--- src/design/tcc_pkg.sv ---
package tcc_pkg;

    // fixed field widths of the stream words
    localparam int COL_W  = 7;
    localparam int ROW_W  = 5;
    localparam int CIDX_W = 11;
    localparam int IDX_W  = 12;   // cell index plus one bit, holds any cell count
    localparam int CELL_W = 16;   // character in the low byte, attribute in the high byte
    localparam int S_DATA_W = 24;
    localparam int M_DATA_W = 32;

    // character codes and cell constants
    localparam logic [7:0] CH_NEWLINE = 8'd10;
    localparam logic [7:0] CH_TAB     = 8'd9;
    localparam logic [7:0] CH_SPACE   = 8'd32;
    localparam logic [7:0] ATTR_RESET = 8'h0F;

    // tab stops every four columns
    localparam logic [COL_W:0] TAB_STEP = (COL_W + 1)'(4);
    localparam logic [COL_W:0] TAB_MASK = ~(TAB_STEP - (COL_W + 1)'(1));

    // operation codes
    typedef enum logic [1:0] {
        OP_PUT   = 2'd0,
        OP_CLEAR = 2'd1,
        OP_READ  = 2'd2
    } tcc_op_t;

    // commands from the controller to the datapath
    typedef struct packed {
        logic take;       // input word accepted this cycle
        logic copy;       // one step of the scroll copy
        logic fill;       // write one blank cell
        logic fill_init;  // blank with the reset attribute
        logic load_out;   // load the result register
    } tcc_cmd_t;

    // status from the datapath to the controller
    typedef struct packed {
        tcc_op_t op;         // operation of the word on the input
        logic    scroll;     // a put on the input would scroll
        logic    copy_done;  // all rows moved up
        logic    fill_last;  // last cell of the fill range
    } tcc_stat_t;

endpackage

--- src/design/tcc_ctrl.sv ---
module tcc_ctrl
    import tcc_pkg::*;
(
    input  logic      aclk,
    input  logic      aresetn,
    input  logic      s_tvalid,
    output logic      s_tready,
    output logic      m_tvalid,
    input  logic      m_tready,
    input  tcc_stat_t stat,
    output tcc_cmd_t  cmd
);

    typedef enum logic [2:0] {
        ST_INIT,
        ST_IDLE,
        ST_COPY,
        ST_FILL,
        ST_DONE
    } state_t;

    state_t state_reg, state_next;
    logic   m_tvalid_reg, m_tvalid_next;
    logic   accept;

    // take a word only when idle and the result register is free by the next edge
    assign s_tready = (state_reg == ST_IDLE) && (!m_tvalid_reg || m_tready);
    assign accept   = s_tvalid && s_tready;
    assign m_tvalid = m_tvalid_reg;

    // next state and commands
    always_comb begin
        state_next = state_reg;
        cmd        = '0;
        unique case (state_reg)
            ST_INIT: begin
                cmd.fill      = 1'b1;
                cmd.fill_init = 1'b1;
                if (stat.fill_last) begin
                    state_next = ST_IDLE;
                end
            end
            ST_IDLE: begin
                if (accept) begin
                    cmd.take = 1'b1;
                    if (stat.op == OP_PUT && stat.scroll) begin
                        state_next = ST_COPY;
                    end else if (stat.op == OP_CLEAR) begin
                        state_next = ST_FILL;
                    end else begin
                        state_next = ST_DONE;
                    end
                end
            end
            ST_COPY: begin
                cmd.copy = 1'b1;
                if (stat.copy_done) begin
                    state_next = ST_FILL;
                end
            end
            ST_FILL: begin
                cmd.fill = 1'b1;
                if (stat.fill_last) begin
                    state_next = ST_DONE;
                end
            end
            ST_DONE: begin
                cmd.load_out = 1'b1;
                state_next   = ST_IDLE;
            end
            default: begin
                state_next = ST_IDLE;
            end
        endcase
    end

    // result valid flag
    always_comb begin
        m_tvalid_next = m_tvalid_reg;
        if (cmd.load_out) begin
            m_tvalid_next = 1'b1;
        end else if (m_tready) begin
            m_tvalid_next = 1'b0;
        end
    end

    // state and registered outputs
    always_ff @(posedge aclk) begin
        if (!aresetn) begin
            state_reg    <= ST_INIT;
            m_tvalid_reg <= 1'b0;
        end else begin
            state_reg    <= state_next;
            m_tvalid_reg <= m_tvalid_next;
        end
    end

endmodule

--- config.mk ---
export PLATFORM = sky130hd
export DESIGN_NAME = tcc_ctrl
export DESIGN_NICKNAME = d
export VERILOG_FILES = /design/src/design/tcc_pkg.sv /design/src/design/tcc_ctrl.sv
export SDC_FILE = /design/constraint.sdc
export NUM_CORES = 1
export LEC_CHECK = 0
export BUFFER_PORTS_ARGS = -buffer_cell sky130_fd_sc_hd__buf_2
export CORE_AREA = 4 4 41 43
export DETAILED_ROUTE_END_ITERATION = 12
export DIE_AREA = 0 0 45 47
export GPL_ROUTABILITY_DRIVEN = 0
export SLEW_MARGIN = 20
export SYNTH_ARGS = -nofsm -noshare
export SYNTH_HDL_FRONTEND = slang
export SYNTH_SLANG_ARGS = --single-unit
--- constraint.sdc ---
create_clock -name aclk -period 2.7 [get_ports aclk]
set_clock_uncertainty 0.15 [all_clocks]
set_input_delay 0.27 -clock aclk [delete_from_list [all_inputs] [get_ports aclk]]
set_output_delay 0.27 -clock aclk [all_outputs]
set_load 0.03 [all_outputs]
==> Word-level counts from Yosys, hierarchy flattened <==
Index checks and enable logic that the tools add are counted.
{ "totals": {"register_bits": 4, "inputBits": 9, "out_inout_bits": 7, "word_cells": 36} }
{ "classes": {"n_eq_ne": 9, "n_mux": 15, "n_reduce_logical": 10} }
{ "op_table": {"columns": ["operator", "count"], "rows": [
  ["$mux 3", 6],
  ["$pmux 3 s4", 1],
  ["$mux 1", 8],
  ["$ne 2x2->1 const B", 4],
  ["$eq 3x2->1 const B", 2],
  ["$reduce_and 4->1", 1],
  ["$eq 3x1->1 const B", 1],
  ["$eq 3x3->1 const B", 1],
  ["$logic_and 1x1->1", 3],
  ["$logic_not 3->1", 1],
  ["$eq 2x1->1 const B", 1],
  ["$logic_not 2->1", 1],
  ["$reduce_bool 2->1", 1],
  ["$reduce_or 2->1", 1],
  ["$logic_not 1->1", 1],
  ["$logic_or 1x1->1", 1]
]} }

==> Longest topological paths before layout <==
{ "logic_depth": {"ltp_word": 6, "ltp_mapped": 3, "mapped_depth_nobuf": 3} }

==> Worst setup path after synthesis <==
Ideal clock, no wire load.
{ "synth_timing": {"path_kind": "register to output", "start": "register state_reg[0]", "end": "output cmd[4] in the netlist's numbering", "arrival_ps": 1359, "t_required_ps": 2280, "path_slack_ps": 921, "path_stages_with_launch": 3, "n_path_buf": 0, "path_cell_list": "dfxtp_1 -> or2b_1 -> nor3_1"} }
{ "synth_rtl": {"columns": ["element", "line_no", "text"], "rows": [
  ["from (decl)", "tcc_ctrl.sv:22", "state_t state_reg, state_next;"],
  ["from (signal assigned)", "tcc_ctrl.sv:93", "state_reg <= state_next;"],
  ["to (decl)", "tcc_ctrl.sv:11", "output tcc_cmd_t cmd"]
]} }

==> impl_metrics.yaml <==
sta:
  drv_slew: 0
  setup_violations: 0
  layout_min_cycle_time_ns: 1.78
  worst_pin_slew_ns: 0.457
  max_freq_mhz: 561
  max_slew_margin_pct: 69.5
  layout_setup_ws_ns: 0.916
  setup_tns_ns: 0
  hold_violations: 0
  timing.final.crit_share_pct: 66.1
  finalHoldWorstSlack_ns: 0.149
  rsz0062_at_grt: "no"
global_routing:
  grt_max_degree: 15
  grt_pass1_vias: 281
  grt_pass1_wl_um: 1100
  gr-usage-all-layers_pct: 7.36
  gr-total-overflow: 0
  antenna_found_initial: 0
worst_hold_path:
  hp-class: "input pin to flop"
clocking:
  path_clk_slew_ns: 0.04
  numClockSinks: 4
  cts_resized: 0
  root_buffer: "clkbuf_4"
  numCtsBuffers: 3
  hold_buffers: 0
  htreeDepth: 1
  clockBufferDepth: 2
  post_cts_buffers: 0
  clkLatencyLatePin_ns: 0.23
  cts_tree: "done"
route:
  routed_wl_um: 684
  drc_errors: 0
  wl_per_cell_um: 10.4
  drt-initial-drc-count: 12
  via_per_inst: 4.50
  drtAntennaViolNets: 0
  dr.pass1.iters: 4
  vias: 297
die:
  die_h_um: 47
  core_um2: 1300
  io_pins: 16
  initial_core_util_pct: 20.8
  rows: 13
  die_x_um: 45
  die_area_um2: 2120
synthesis:
  synth_area_per_cell_um2: 7.72
  syn_nets: 44
  yosysTopAreaCellShare_pct: 29.6
  ys_seq_area_share_pct: 29.6
  yosysWarnings: 0
  yosysUniqueCellTypes: 21
  yosys-top-cells-area: "dfxtp_1 (30%), mux2i_1 (7.4%), nor3_1 (7.4%)"
  synth_seq_cells: 4
  syn-cell-area_um2: 270
  synthCells: 35
  synth_area_leader_cell: "dfxtp_1"
finish:
  ff_latch_area_um2: 80.1
  design_area_um2: 375
  insertedDiodeCount: 0
  finalNonFillerCells: 66
  fill_cells: 168
  post-route-util_pct: 28.8
  final_layout_size_suffix_gt1_share_pct: 35.3
  area_delta_synth_final_pct: 38.9
  multiInputGateArea_um2: 179
  finalNetCount: 62
  largest_register_ffs: 3
placement:
  dp_cells: 63
  dp_slack_ns: 1.18
  hpwlAfterDp_um: 555
  port_buffers: 15
  placed_area_um2: 353
power:
  max-vdd-ir-drop_mv: 0.228
  switching_share_pct: 31.8
  p_total_uw: 194
  internal_power_uw: 132
  p_seq_share_pct: 35.2
  leakage_nw: 0.172
  clockPowerShare_pct: 37.5
  combPwrFrac_pct: 27.3
  power.density_nw_per_um2: 516
  p_sw_uw: 61.6
worst_setup_path:
  end_kind: "primary output"
  cp.depth: 3
  crit_buf_inv: 1
  crit_path_cell_trace: "or2b_1, nor3_1, buf_2"
  rr_worst_depth: 3
  rr_endpoint: "state_reg[1]"
  critPathSlowestCell: "dfxtp_1"
  cp-start-kind: "flop"
  critPathMaxStageDelay_ns: 0.43
  arrival_ns: 1.36
  crit_start: "state_reg[0]"
  crit_fanout: 7
  endpoint: "cmd[4]"
  cp.required_ns: 2.28
  path_delay_family: "simple AND/OR/NAND/NOR gates"
  crit_type: "flop to primary output"
  regToRegStartpoint: "state_reg[0]"
  regToRegSetupSlack_ns: 1.30
status:
  run_status: "finished clean"
run:
  maxCapViolCount: 0
## cell families (layout without fill, tap and decap cells)
group / after synthesis / in the layout / synth area share (%)
buffers and inverters: 2 / 18 / 4.17
multiplexers: 2 / 2 / 7.41
flip-flops: 4 / 4 / 29.6
AO/OA/AOI/OAI: 5 / 5 / 13.4
XOR/XNOR: 1 / 1 / 3.24
AND/OR/NAND/NOR: 21 / 21 / 42.1
## synth_stat cells
cell,count
a21oi_1,1
o21a_1,1
nand2_1,4
nor2_1,3
o311a_1,1
o22ai_1,1
nor2b_1,1
nand3_1,1
or2b_1,1
nor3b_1,1
mux2i_1,2
nand3b_1,2
a211oi_1,1
or4_1,1
and2_1,1
clkbuf_1,1
nand2b_1,2
xor2_1,1
buf_4,1
dfxtp_1,4
nor3_1,4
## layout by cell type, fill, tap and decap left out, types with 2 or more instances in the layout
cell / n
buf_2: 15
clkbuf_4: 3
mux2i_1: 2
nand2b_1: 2
nor2_1: 3
nor3_1: 4
dfxtp_1: 4
nand3b_1: 2
nand2_1: 4
## how the worst min path moves through the flow
| stage | startpoint | endpoint | slack, ns | depth (start not counted) |
|---|---|---|---|---|
| after floorplan | aresetn | m_tvalid | 0.24 | 1 |
| after global placement | aresetn | m_tvalid | 0.39 | 2 |
| after detailed placement | aresetn | m_tvalid | 0.39 | 2 |
| after CTS | aresetn | state_reg[0] | 0.14 | 2 |
| after global routing | aresetn | m_tvalid | 0.14 | 2 |
| final | aresetn | m_tvalid | 0.15 | 2 |
## per-layer routing
| layer | wire length (µm) | GRT usage, % | vias to the layer above |
|---|---|---|---|
| met1 | 335 | 8.68 | 127 |
| met3 | 66 | 5.75 | 0 |
| met2 | 282 | 10.5 | 9 |
| li1 | - | - | 161 |
| met5 | 0 | 0 | - |
| met4 | 0 | 1.75 | 0 |
## area by class of cell
| type | count | share of cell area (%) |
|---|---|---|
| clock buffer | 3 | 6.00 |
| multi-input combinational | 29 | 47.7 |
| sequential | 4 | 21.3 |
| tap | 15 | 5.00 |
| timing repair buffer | 15 | 20.0 |
## power groups by stage
stage | Combinational [mW] | Sequential, mW | Clock, mW
2_1_floorplan | 0.0365 | 0.0676 | 0
3_3_place_gp | 0.0534 | 0.0688 | 0
3_5_place_dp | 0.0534 | 0.0691 | 0
4_1_cts | 0.0535 | 0.0682 | 0.0769
5_1_grt | 0.0581 | 0.0690 | 0.0854
6_report | 0.0529 | 0.0683 | 0.0727
Note: power is estimated with default switching activity, not from simulation.
